--- config.mk ---
export PLATFORM = sky130hd
export DESIGN_NAME = multi_stack_shared_pool
export DESIGN_NICKNAME = d
export VERILOG_FILES = /design/src/design/msp_pkg.sv /design/src/design/msp_ctrl.sv /design/src/design/msp_datapath.sv /design/src/design/multi_stack_shared_pool.sv
export VERILOG_INCLUDE_DIRS = /design/src /design/src/design
export SDC_FILE = /design/constraint.sdc
export NUM_CORES = 2
export LEC_CHECK = 0
export BUFFER_PORTS_ARGS = -buffer_cell sky130_fd_sc_hd__buf_4
export CAP_MARGIN = 20
export CORE_MARGIN = 10
export CORE_UTILIZATION = 35
export DETAILED_ROUTE_END_ITERATION = 8
export PLACE_DENSITY = 0.55
export SETUP_SLACK_MARGIN = 0.4
export SLEW_MARGIN = 20
export SYNTH_ARGS = -nofsm -noshare
export SYNTH_HDL_FRONTEND = slang
export SYNTH_SLANG_ARGS = --single-unit
--- constraint.sdc ---
create_clock -name clk -period 16.8 [get_ports clk]
set_input_delay 3.36 -clock clk [delete_from_list [all_inputs] [get_ports clk]]
set_output_delay 3.36 -clock clk [all_outputs]
set_load 0.1 [all_outputs]
--- src/design/multi_stack_shared_pool_defines.svh ---
// Assertion macros shared by the multi_stack_shared_pool RTL.
`ifndef MULTI_STACK_SHARED_POOL_DEFINES_SVH
`define MULTI_STACK_SHARED_POOL_DEFINES_SVH

// Same-cycle implication, checked outside reset.
`define MSP_ASSERT_NOW(label, ante, cons, msg) \
  label: assert property (@(posedge clk) disable iff (rst) (ante) |-> (cons)) \
    else $error(msg);

// Next-cycle implication, checked outside reset.
`define MSP_ASSERT_NEXT(label, ante, cons, msg) \
  label: assert property (@(posedge clk) disable iff (rst) (ante) |=> (cons)) \
    else $error(msg);

`endif

--- src/design/msp_pkg.sv ---
// Package with types and constants of the shared-pool multi-stack block.
package msp_pkg;

  localparam int STACKS_DEF  = 8;
  localparam int SLOTS_DEF   = 64;
  localparam int STACK_IDX_W = 3;
  localparam int VALUE_W     = 32;
  localparam int IN_TDATA_W  = 40;
  localparam int OUT_TDATA_W = 40;

  typedef enum logic {
    CMD_PUSH = 1'b0,
    CMD_POP  = 1'b1
  } op_t;

  typedef enum logic [1:0] {
    ST_IDLE,
    ST_FETCH,
    ST_UPDATE
  } state_t;

  // Commands from the controller to the datapath
  typedef struct packed {
    logic capture;  // latch request, read stack top
    logic fetch;    // read link and data of the selected slot
    logic update;   // write back and load the result register
  } ctl_t;

endpackage

--- src/design/msp_ctrl.sv ---
// Controller state machine sequencing one request through fetch and update.
`include "multi_stack_shared_pool_defines.svh"

module msp_ctrl (
  input  logic          clk,
  input  logic          rst,
  input  logic          s_tvalid,
  output logic          s_tready,
  output logic          m_tvalid,
  input  logic          m_tready,
  output msp_pkg::ctl_t ctl
);
  import msp_pkg::*;

  state_t state;
  state_t state_next;
  logic   out_free;

  assign out_free = !m_tvalid || m_tready;

  always_ff @(posedge clk) begin
    if (rst) begin
      state <= ST_IDLE;
    end else begin
      state <= state_next;
    end
  end

  always_comb begin
    state_next = state;
    unique case (state)
      ST_IDLE: begin
        if (s_tvalid) state_next = ST_FETCH;
      end
      ST_FETCH: begin
        state_next = ST_UPDATE;
      end
      ST_UPDATE: begin
        // hold until the result register can take the answer
        if (out_free) state_next = ST_IDLE;
      end
      default: state_next = ST_IDLE;
    endcase
  end

  always_comb begin
    s_tready    = 1'b0;
    ctl.capture = 1'b0;
    ctl.fetch   = 1'b0;
    ctl.update  = 1'b0;
    unique case (state)
      ST_IDLE: begin
        s_tready    = 1'b1;
        ctl.capture = s_tvalid;
      end
      ST_FETCH: begin
        ctl.fetch = 1'b1;
      end
      ST_UPDATE: begin
        ctl.update = out_free;
      end
      default: ;
    endcase
  end

  always_ff @(posedge clk) begin
    if (rst) begin
      m_tvalid <= 1'b0;
    end else if (ctl.update) begin
      m_tvalid <= 1'b1;
    end else if (m_tready) begin
      m_tvalid <= 1'b0;
    end
  end

  `MSP_ASSERT_NEXT(a_accept_to_fetch, s_tvalid && s_tready, state == ST_FETCH,
    "accepted transfer did not move to fetch")
  `MSP_ASSERT_NOW(a_no_overwrite, ctl.update, !m_tvalid || m_tready,
    "result register overwritten while a transfer waits")
  `MSP_ASSERT_NEXT(a_update_completes, ctl.update, m_tvalid && state == ST_IDLE,
    "update did not present a result and return to idle")

endmodule

--- src/design/msp_datapath.sv ---
// Datapath: stack tops, slot link and data memories, free list and result register.
`include "multi_stack_shared_pool_defines.svh"

module msp_datapath #(
  parameter int STACKS = msp_pkg::STACKS_DEF,
  parameter int SLOTS  = msp_pkg::SLOTS_DEF
) (
  input  logic                             clk,
  input  logic                             rst,
  input  msp_pkg::ctl_t                    ctl,
  input  logic [msp_pkg::IN_TDATA_W-1:0]   s_tdata,
  output logic [msp_pkg::OUT_TDATA_W-1:0]  m_tdata
);
  import msp_pkg::*;

  localparam int LINK_W = $clog2(SLOTS + 1);
  localparam int SLOT_AW = $clog2(SLOTS);
  localparam int STK_AW = (STACKS > 1) ? $clog2(STACKS) : 1;
  localparam int IDX_EXT_W = 9;
  localparam logic [LINK_W-1:0] NULL_LINK = LINK_W'(SLOTS);
  localparam logic [LINK_W-1:0] LINK_ONE = LINK_W'(1);
  localparam int OUT_PAD_W = OUT_TDATA_W - VALUE_W - 1;

  // incoming fields
  op_t                    in_cmd;
  logic [STACK_IDX_W-1:0] in_idx;
  logic [VALUE_W-1:0]     in_value;
  logic [IDX_EXT_W-1:0]   idx_ext;
  logic                   cap_in_range;
  logic [STK_AW-1:0]      cap_addr;

  assign in_cmd       = op_t'(s_tdata[0]);
  assign in_idx       = s_tdata[STACK_IDX_W:1];
  assign in_value     = s_tdata[STACK_IDX_W+VALUE_W:STACK_IDX_W+1];
  assign idx_ext      = IDX_EXT_W'(in_idx);
  assign cap_in_range = idx_ext < IDX_EXT_W'(STACKS);
  assign cap_addr     = idx_ext[STK_AW-1:0];

  // request registers
  op_t               req_cmd;
  logic              req_in_range;
  logic [STK_AW-1:0] req_addr;
  logic [VALUE_W-1:0] req_value;

  // state
  logic [LINK_W-1:0] free_head;
  logic [LINK_W-1:0] fill;       // slots at or above this were never linked
  logic [STACKS-1:0] top_valid;
  logic [LINK_W-1:0] top_mem [STACKS];
  logic [LINK_W-1:0] link_mem [SLOTS];
  logic [VALUE_W-1:0] data_mem [SLOTS];

  // read registers
  logic [LINK_W-1:0]  top_rd;
  logic               top_rd_valid;
  logic [LINK_W-1:0]  link_rd;
  logic [VALUE_W-1:0] data_rd;
  logic [LINK_W-1:0]  slot_q;
  logic [LINK_W-1:0]  top_q;
  logic               slot_ok_q;
  logic               fresh_q;

  // fetch-stage selection
  logic [LINK_W-1:0]  top_eff;
  logic [LINK_W-1:0]  slot_sel;
  logic               slot_ok;
  logic [SLOT_AW-1:0] fetch_addr;
  logic [SLOT_AW-1:0] upd_addr;
  logic [LINK_W-1:0]  link_eff;
  logic               do_push;
  logic               do_pop;

  assign top_eff    = top_rd_valid ? top_rd : NULL_LINK;
  assign slot_sel   = (req_cmd == CMD_POP) ? top_eff : free_head;
  assign slot_ok    = req_in_range && (slot_sel < NULL_LINK);
  assign fetch_addr = slot_sel[SLOT_AW-1:0];
  assign upd_addr   = slot_q[SLOT_AW-1:0];
  // a slot never linked still points to the next one
  assign link_eff   = fresh_q ? (slot_q + LINK_ONE) : link_rd;
  assign do_push    = ctl.update && slot_ok_q && (req_cmd == CMD_PUSH);
  assign do_pop     = ctl.update && slot_ok_q && (req_cmd == CMD_POP);

  always_ff @(posedge clk) begin
    if (ctl.capture) begin
      req_cmd      <= in_cmd;
      req_in_range <= cap_in_range;
      req_addr     <= cap_addr;
      req_value    <= in_value;
    end
  end

  // stack top memory, entries without a valid bit read as empty
  always_ff @(posedge clk) begin
    if (ctl.capture) begin
      top_rd       <= top_mem[cap_addr];
      top_rd_valid <= cap_in_range && top_valid[cap_addr];
    end
    if (do_push) begin
      top_mem[req_addr] <= slot_q;
    end else if (do_pop) begin
      top_mem[req_addr] <= link_eff;
    end
  end

  always_ff @(posedge clk) begin
    if (rst) begin
      top_valid <= '0;
    end else if (do_push || do_pop) begin
      top_valid[req_addr] <= 1'b1;
    end
  end

  // slot link and data memories
  always_ff @(posedge clk) begin
    if (ctl.fetch && slot_ok) begin
      link_rd <= link_mem[fetch_addr];
      data_rd <= data_mem[fetch_addr];
    end
    if (do_push) begin
      link_mem[upd_addr] <= top_q;
      data_mem[upd_addr] <= req_value;
    end else if (do_pop) begin
      link_mem[upd_addr] <= free_head;
    end
  end

  always_ff @(posedge clk) begin
    if (ctl.fetch) begin
      slot_q    <= slot_sel;
      top_q     <= top_eff;
      slot_ok_q <= slot_ok;
      fresh_q   <= slot_sel >= fill;
    end
  end

  always_ff @(posedge clk) begin
    if (rst) begin
      free_head <= '0;
      fill      <= '0;
    end else if (do_push) begin
      free_head <= link_eff;
      if (fresh_q) fill <= fill + LINK_ONE;
    end else if (do_pop) begin
      free_head <= slot_q;
    end
  end

  // result register
  logic               out_ok;
  logic [VALUE_W-1:0] out_value;

  always_ff @(posedge clk) begin
    if (ctl.update) begin
      out_ok    <= slot_ok_q;
      out_value <= do_pop ? data_rd : '0;
    end
  end

  assign m_tdata = {OUT_PAD_W'(0), out_value, out_ok};

  `MSP_ASSERT_NOW(a_head_in_range, 1'b1, free_head <= NULL_LINK && fill <= NULL_LINK,
    "free head or fill mark beyond the pool")
  `MSP_ASSERT_NOW(a_fresh_only_push, ctl.update && slot_ok_q && fresh_q,
    req_cmd == CMD_PUSH, "pop reached a slot that was never linked")
  `MSP_ASSERT_NEXT(a_push_moves_head, do_push, free_head != $past(free_head),
    "push did not advance the free head")

endmodule

--- src/design/multi_stack_shared_pool.sv ---
// Several LIFO stacks sharing one slot pool through a free list.
//
// Input channel s_*: one transfer is a push or a pop on one stack. A push
// takes the free-list head slot, stores push_value and makes it the stack top;
// a pop returns the top value and puts its slot back on the free list.
// Output channel m_*: exactly one transfer per request. ok=1 when the push
// was stored or the pop found an element; ok=0 when the pool is full, the
// stack is empty or the stack number is out of range (nothing changes then).
// pop_value is the popped value on a successful pop and 0 otherwise.
// Each request is handled alone, through the chain stack top read, then
// slot link/data read, then write back; the next request is accepted only
// after that write back. All three stores are single-port memories with
// registered reads.
// Reset: all stacks empty, free list holds every slot in order; ready
// right after reset, no clearing pass.
// Stall: a held result does not block acceptance of the next request; the
// write back of that request waits until the result register is free.
module multi_stack_shared_pool #(
  parameter int STACKS = msp_pkg::STACKS_DEF,
  parameter int SLOTS  = msp_pkg::SLOTS_DEF
) (
  input  logic                            clk,
  input  logic                            rst,
  input  logic                            s_tvalid,
  output logic                            s_tready,
  // cmd[0], stack_index[3:1], push_value[35:4], zero fill[39:36]
  input  logic [msp_pkg::IN_TDATA_W-1:0]  s_tdata,
  output logic                            m_tvalid,
  input  logic                            m_tready,
  // ok[0], pop_value[32:1], zero fill[39:33]
  output logic [msp_pkg::OUT_TDATA_W-1:0] m_tdata
);
  import msp_pkg::*;

  ctl_t ctl;

  msp_ctrl u_ctrl (
    .clk      (clk),
    .rst      (rst),
    .s_tvalid (s_tvalid),
    .s_tready (s_tready),
    .m_tvalid (m_tvalid),
    .m_tready (m_tready),
    .ctl      (ctl)
  );

  msp_datapath #(
    .STACKS (STACKS),
    .SLOTS  (SLOTS)
  ) u_datapath (
    .clk     (clk),
    .rst     (rst),
    .ctl     (ctl),
    .s_tdata (s_tdata),
    .m_tdata (m_tdata)
  );

endmodule
== Yosys cells after proc, flatten, opt, wreduce, memory -nomap -nowiden ==
Memories as Yosys holds them, arrays and structs flattened. A register that Yosys moved wholly into a read port is not among the register bits.
Cells that the tools add are included.

* Reductions and logical operators: 15
* Eq/ne operators: 4
* Mux-type cells: 25
* Magnitude comparators: 6
* Add/subtract/negate cells: 2
* Bitwise operators: 4

{| class="wikitable"
|+ Operators with widths
! operator !! number
|-
| 7-bit 2-to-1 mux || 7
|-
| 7-bit by 1-bit adder with 7-bit output (second input constant) || 2
|-
| 1-bit 2-to-1 mux || 13
|-
| 3-bit by 4-bit less-than comparator with 1-bit output (second input constant) || 3
|-
| 8-bit bitwise OR || 1
|-
| 7-bit greater-or-equal comparator || 1
|-
| 1-bit logical AND || 7
|-
| 7-bit less-than comparator (second input constant) || 1
|-
| 2-bit case mux with 3 select lines || 1
|-
| 2-bit 2-to-1 mux || 2
|-
| 2-bit AND reduction || 2
|-
| 2-bit nonzero test || 2
|-
| 1-bit binary-select mux with 3-bit select || 1
|-
| 1-bit demux with 3-bit select || 1
|-
| 3-bit by 1-bit greater-or-equal comparator with 1-bit output (second input constant) || 1
|-
| 2-bit by 1-bit == test with 1-bit output (second input constant) || 1
|-
| 2-bit == test (second input constant) || 1
|-
| 2-bit logical NOT || 1
|-
| 1-bit logical OR || 2
|-
| 2-bit by 1-bit != test with 1-bit output (second input constant) || 1
|-
| 2-bit != test (second input constant) || 1
|-
| 1-bit bitwise OR || 2
|-
| 1-bit logical NOT || 1
|-
| 1-bit NOT || 1
|}

* Word-level logic and storage cells: 75
* Bits in registers: 112
* Memories: 3
* Input port bits: 44
* Bits in writable memories: 2552

{| class="wikitable"
|+ Memory list
! name !! depth !! width !! read ports !! clocked after memory_dff !! write ports !! line !! source
|-
| u_datapath.data_mem || 64 || 32 || 1 || 1 || 1 || msp_datapath.sv:51 || <nowiki>logic [VALUE_W-1:0] data_mem [SLOTS];</nowiki>
|-
| u_datapath.link_mem || 64 || 7 || 1 || 1 || 1 || msp_datapath.sv:50 || <nowiki>logic [LINK_W-1:0] link_mem [SLOTS];</nowiki>
|-
| u_datapath.top_mem || 8 || 7 || 1 || 1 || 1 || msp_datapath.sv:49 || <nowiki>logic [LINK_W-1:0] top_mem [STACKS];</nowiki>
|}

== Depth between registers and ports, before layout ==
* Depth in word-level cells: 9
* Gate-level depth with buffers: 10
* Gate-level depth less buffers: 8

== Hierarchy ==
Synthesis repeated with hierarchy kept, for this count alone.

* Cells, all modules: 5573
* Area total of the unflattened synthesis: 103484.2 um2

{| class="wikitable"
|+ Modules (own cells, without submodules)
! module !! seq. area each (um2) !! area an instance (um2) !! cells an instance !! times used
|-
| msp_datapath || 81037.7 || 103345.4 || 5560 || 1
|-
| msp_ctrl || 60.1 || 138.9 || 13 || 1
|}

== Worst setup path after synthesis ==
OpenSTA, ideal clock, no wires.

* Path type: input to register
* Start point: in m_tready
* End point: mem u_datapath.data_mem[32][0] (enable)
* Arrival time: 7223 ps
* Buffers on the path: 1
* Library setup time: 502 ps
* Slack: 9075 ps
* Stages on the path: 5
* Cells stage by stage: nand2b_1 -> nand3_1 -> or3_1 -> clkbuf_1 -> nor4_1

* Longest elaborated chain between the ends: 6

{| class="wikitable"
|+ Ends and longest elaborated chain
! item !! line !! source
|-
| from (decl) || multi_stack_shared_pool.sv:29 || <nowiki>input logic m_tready,</nowiki>
|-
| 1-bit logical OR || msp_ctrl.sv:19 || <nowiki>assign out_free = !m_tvalid || m_tready;</nowiki>
|-
| 1-bit 2-to-1 mux || msp_ctrl.sv:51 || <nowiki>unique case (state)</nowiki>
|-
| 1-bit logical AND (2 in series) || msp_datapath.sv:80 || <nowiki>assign do_push = ctl.update && slot_ok_q && (req_cmd == CMD_PUSH);</nowiki>
|-
| 1-bit 2-to-1 mux || msp_datapath.sv:119 || <nowiki>if (do_push) begin</nowiki>
|-
| 1-bit 2-to-1 mux (implied by the code) || msp_datapath.sv:121 || <nowiki>data_mem[upd_addr] <= req_value;</nowiki>
|-
| to (decl) || msp_datapath.sv:51 ||
|}

No other way between the ends.

== Final worst setup path ==
* Start point: reg u_datapath.top_rd_valid
* End point: reg u_datapath.data_rd[15], read port of u_datapath.data_mem (data pin)

* Longest elaborated chain between the ends: 5

{| class="wikitable"
|+ Ends and longest elaborated chain
! item !! line !! source
|-
| from (decl) || msp_datapath.sv:55 || <nowiki>logic top_rd_valid;</nowiki>
|-
| from (signal assigned) || msp_datapath.sv:96 || <nowiki>top_rd_valid <= cap_in_range && top_valid[cap_addr];</nowiki>
|-
| 7-bit 2-to-1 mux * || msp_datapath.sv:73 || <nowiki>assign top_eff = top_rd_valid ? top_rd : NULL_LINK;</nowiki>
|-
| 7-bit 2-to-1 mux * || msp_datapath.sv:74 || <nowiki>assign slot_sel = (req_cmd == CMD_POP) ? top_eff : free_head;</nowiki>
|-
| 7-bit less-than comparator || msp_datapath.sv:75 || <nowiki>assign slot_ok = req_in_range && (slot_sel < NULL_LINK);</nowiki>
|-
| 1-bit logical AND || msp_datapath.sv:75 ||
|-
| 1-bit logical AND || msp_datapath.sv:115 || <nowiki>if (ctl.fetch && slot_ok) begin</nowiki>
|-
| to (decl) || msp_datapath.sv:57 || <nowiki>logic [VALUE_W-1:0] data_rd;</nowiki>
|}

Mark *: on every way between the ends. The rest lies on a longest branch, timed or not.
A chain may end at the register's enable or synchronous reset.

==> qor.txt <==
========================================================================================
Leakage dissipation                                                              43.8 nW
Type of the worst setup path                                                     reg2reg
Startpoint of the lowest-slack register-to-register path                    u_datapath.top_rd_valid$_DFFE_PP_
Pin count of the biggest net entering global routing                                 139
Wire length of the first global-routing pass                                      372 mm
Area share of the largest cell type after synthesis                                78.0%
Gate count after technology mapping                                                 5571
Share of synthesized flip-flops with an asynchronous set or reset                     0%
Buffer depth of the longest clock path                                                 4
Most frequent cells in the layout                                           2684 x sky130_fd_sc_hd__edfxtp_1, 1251 x sky130_fd_sc_hd__mux2i_1, 628 x sky130_fd_sc_hd__o22ai_1, 284 x sky130_fd_sc_hd__clkbuf_16, 271 x sky130_fd_sc_hd__buf_4
Final Routed Wirelength                                                           261 mm
Post-route worst hold slack                                                     0.472 ns
CTS tree                                                                           built
Worst Hold Class                                                                 reg2reg
Vias per std cell                                                                   5.30
Most area-hungry cell type in the Yosys netlist                             sky130_fd_sc_hd__edfxtp_1
1st-iter DRT viols                                                                  4912
Final weighted congestion of routability-driven global placement                   0.773
Die width                                                                         563 um
Util after Layout                                                                  40.1%
Clock tree skew after final layout                                             0.0774 ns
Most common cell after layout, fill and taps aside                          sky130_fd_sc_hd__edfxtp_1
Worst setup SP type                                                             register
Ranking of synthesized cells by area                                        sky130_fd_sc_hd__edfxtp_1 78%, sky130_fd_sc_hd__mux2i_1 12%, sky130_fd_sc_hd__o22ai_1 3.8%
Share of layout cells above drive strength 1                                       13.3%
Req. time, crit path                                                            17.31 ns
Max cap viols                                                                          0
Top_reg_cell synth                                                          sky130_fd_sc_hd__edfxtp_1
Number of hold-slack violations in the final timing report                             0
Finished layout cell area                                                     118000 um2
Clock root buffer                                                           sky130_fd_sc_hd__clkbuf_16
Post-detailed-route count of antenna-violating nets                                    0
H-tree depth reported by CTS                                                           5
Filler cell count in the final layout                                              26300
Achievable Freq                                                                0.164 GHz
Post-layout nets                                                                    5829
Port Buf Inserts                                                                      74
# resized after CTS                                                                    0
Number of synthesized flops with an enable pin                                      2684
Core Rows                                                                            199
Power Dens Cells                                                              117 nW/um2
Number of antenna violations at the first check in global routing                      6
Number of storage elements in the synthesis netlist                                 2709
Hold Startpoint                                                             u_datapath.free_head[1]$_SDFFE_PP0P_
Die footprint                                                                 317000 um2
Status                                                                      finished, final reports clean
Netlist area before placement                                                 103000 um2
Portion of the clock cycle consumed by the worst path in the final layout          36.4%
GRT overflow                                                                           0
Total of hold buffers inserted after clock tree synthesis                              0
Unrepaired setup endpoints after global routing                                    false
Clock slew at reported path FFs                                                  0.06 ns
Endpoint arrival time on the critical path                                       6.61 ns
Capturing element type of the critical path                                     register
Crit path from                                                              u_datapath.top_rd_valid$_DFFE_PP_
Setup bufs post-CTS                                                                    0
Peak supply drop                                                             0.0000743 V
Sequential area share after synthesis                                              78.5%
Final setup violation count                                                            0
Count of vias placed by the detailed router                                        52400
Height of the die                                                                 563 um
Number of buffers inserted during clock tree synthesis                               275
Synth-to-layout area growth                                                        14.1%
Number of library cell types mapped by synthesis                                      45
Number of global-route vias before repair                                          52200
CORE AREA                                                                     294000 um2
Minimum clock period after layout                                                6.11 ns
Per-cell routed wire length                                                      26.4 um
Mean instance size in the synthesized netlist                                   18.5 um2
Accumulated negative setup slack                                                    0 ns
Least-Margin Pin Slew                                                            1.30 ns
Number of ports placed on the die boundary                                            86
Half-perimeter wire length of the detailed placement result                       139 mm
Pre-antenna DRT Iters                                                                  7
Max-slew violation count                                                               0
Placed inst area                                                              109000 um2
Count of warnings emitted by yosys                                                     0
Count of unresolved DRC violations after routing                                       0
All-Layer GR Usage                                                                 15.8%
Max-Slew Margin vs Limit                                                           12.3%
Clock latency of the later-clocked register in the worst-skew pair               0.86 ns
Crit path max fanout                                                                 138
Initial Util                                                                       35.2%
Number of sinks on the clock net                                                    2709
========================================================================================
==> worst max-delay path, cell delays in order, from the launching register on <==
cell and delay (ns):
sky130_fd_sc_hd__edfxtp_1 0.59, sky130_fd_sc_hd__nand3_1 0.17, sky130_fd_sc_hd__and2_4 0.58, sky130_fd_sc_hd__buf_12 0.64
sky130_fd_sc_hd__buf_4 0.80, sky130_fd_sc_hd__buf_12 0.73, sky130_fd_sc_hd__mux2i_1 0.28, sky130_fd_sc_hd__o22ai_1 0.11
sky130_fd_sc_hd__o41ai_1 1.15, sky130_fd_sc_hd__nand4_1 0.25
==> cell usage after synthesis, types with 4 or more instances <==
cell type and number:
sky130_fd_sc_hd__a21oi_1 23, sky130_fd_sc_hd__a31oi_1 4, sky130_fd_sc_hd__and2_1 12, sky130_fd_sc_hd__and3_1 35, sky130_fd_sc_hd__buf_1 20, sky130_fd_sc_hd__buf_2 133, sky130_fd_sc_hd__buf_4 20, sky130_fd_sc_hd__buf_6 4
sky130_fd_sc_hd__clkbuf_1 178, sky130_fd_sc_hd__dfxtp_1 25, sky130_fd_sc_hd__edfxtp_1 2684, sky130_fd_sc_hd__ha_1 8, sky130_fd_sc_hd__inv_1 16, sky130_fd_sc_hd__mux2_2 18, sky130_fd_sc_hd__mux2i_1 1251, sky130_fd_sc_hd__mux4_2 16
sky130_fd_sc_hd__nand2_1 38, sky130_fd_sc_hd__nand2b_1 9, sky130_fd_sc_hd__nand3_1 15, sky130_fd_sc_hd__nand3b_1 4, sky130_fd_sc_hd__nand4_1 42, sky130_fd_sc_hd__nor2_1 160, sky130_fd_sc_hd__nor2b_1 5, sky130_fd_sc_hd__nor3_1 10
sky130_fd_sc_hd__o21ai_0 14, sky130_fd_sc_hd__o221ai_1 4, sky130_fd_sc_hd__o22ai_1 628, sky130_fd_sc_hd__o41ai_1 156, sky130_fd_sc_hd__or2_2 8, sky130_fd_sc_hd__or3_1 4, sky130_fd_sc_hd__xnor2_1 4
==> final timing paths <==
check                           depth (start not counted)  slack [ns]                              endpoint
worst max-delay path                                    9       10.69      u_datapath.data_rd[15]$_DFFE_PP_
worst min-delay path                                    2        0.47  u_datapath.free_head[1]$_SDFFE_PP0P_
worst max register to register                          9       10.69      u_datapath.data_rd[15]$_DFFE_PP_
worst min register to register                          2        0.47  u_datapath.free_head[1]$_SDFFE_PP0P_
==> sequential cells by signal (all words and copies together) (netlist names), 8 cells and up <==
signal                cells
u_datapath.data_mem    2048
u_datapath.link_mem     448
u_datapath.top_mem       56
u_datapath.data_rd       32
u_datapath.out_value     32
u_datapath.req_value     32
u_datapath.top_valid      8
==> metal layers <==
| metal | vias to the layer above | global-route usage, % | part of all wire, % |
|---|---|---|---|
| met5 | - | 0 | 0.0034 |
| met4 | 2 | 3.60 | 2.1 |
| met3 | 370 | 2.56 | 6.1 |
| met2 | 1576 | 26.9 | 49 |
| met1 | 27300 | 21.4 | 43 |
| li1 | 23100 | - | - |
==> stage by stage <==
| step | power, mW | setup slack [ns] | instances |
|---|---|---|---|
| global route | 14.2 | 10.58 | 9886 |
| global placement | 8.13 | 9.92 | 9419 |
| floorplan | 7.94 | 9.08 | 5577 |
| detailed placement | 8.14 | 9.85 | 9419 |
| CTS | 13.9 | 10.76 | 9885 |
| finish | 13.8 | 10.69 | 9888 |
==> cell families after synthesis <==
| group | after synthesis | synth area share (%) |
|---|---|---|
| xor gates and xnor gates | 5 | 0.0424 |
| DFF | 2709 | 78.5 |
| adders and majority gates | 8 | 0.0969 |
| other | 1 | 0.00363 |
| and+or+nand+nor | 353 | 1.65 |
| muxes | 1285 | 12.7 |
| AOI/OAI and AO/OA | 838 | 5.43 |
| buffers and inverters | 372 | 1.62 |
==> cell type report <==
| type | count | area, um2 | area share [%] |
|---|---|---|---|
| flip-flops and latches | 2709 | 81100 | 68.8 |
| multi-input cells | 2496 | 21300 | 18.0 |
| clock buffers | 334 | 7320 | 6.21 |
| well taps | 3919 | 4900 | 4.16 |
| repair buffers | 279 | 2190 | 1.86 |
| clock inverters | 132 | 1080 | 0.913 |
| inverters | 16 | 60.1 | 0.0509 |
| diodes | 3 | 7.51 | 0.00637 |
==> power breakdown <==
part	internal, mW	switching [mW]
logic	0.152	0.371
clock network	3.33	2.46
registers	7.46	0.0126
Note: power is estimated with default switching activity, not from simulation.
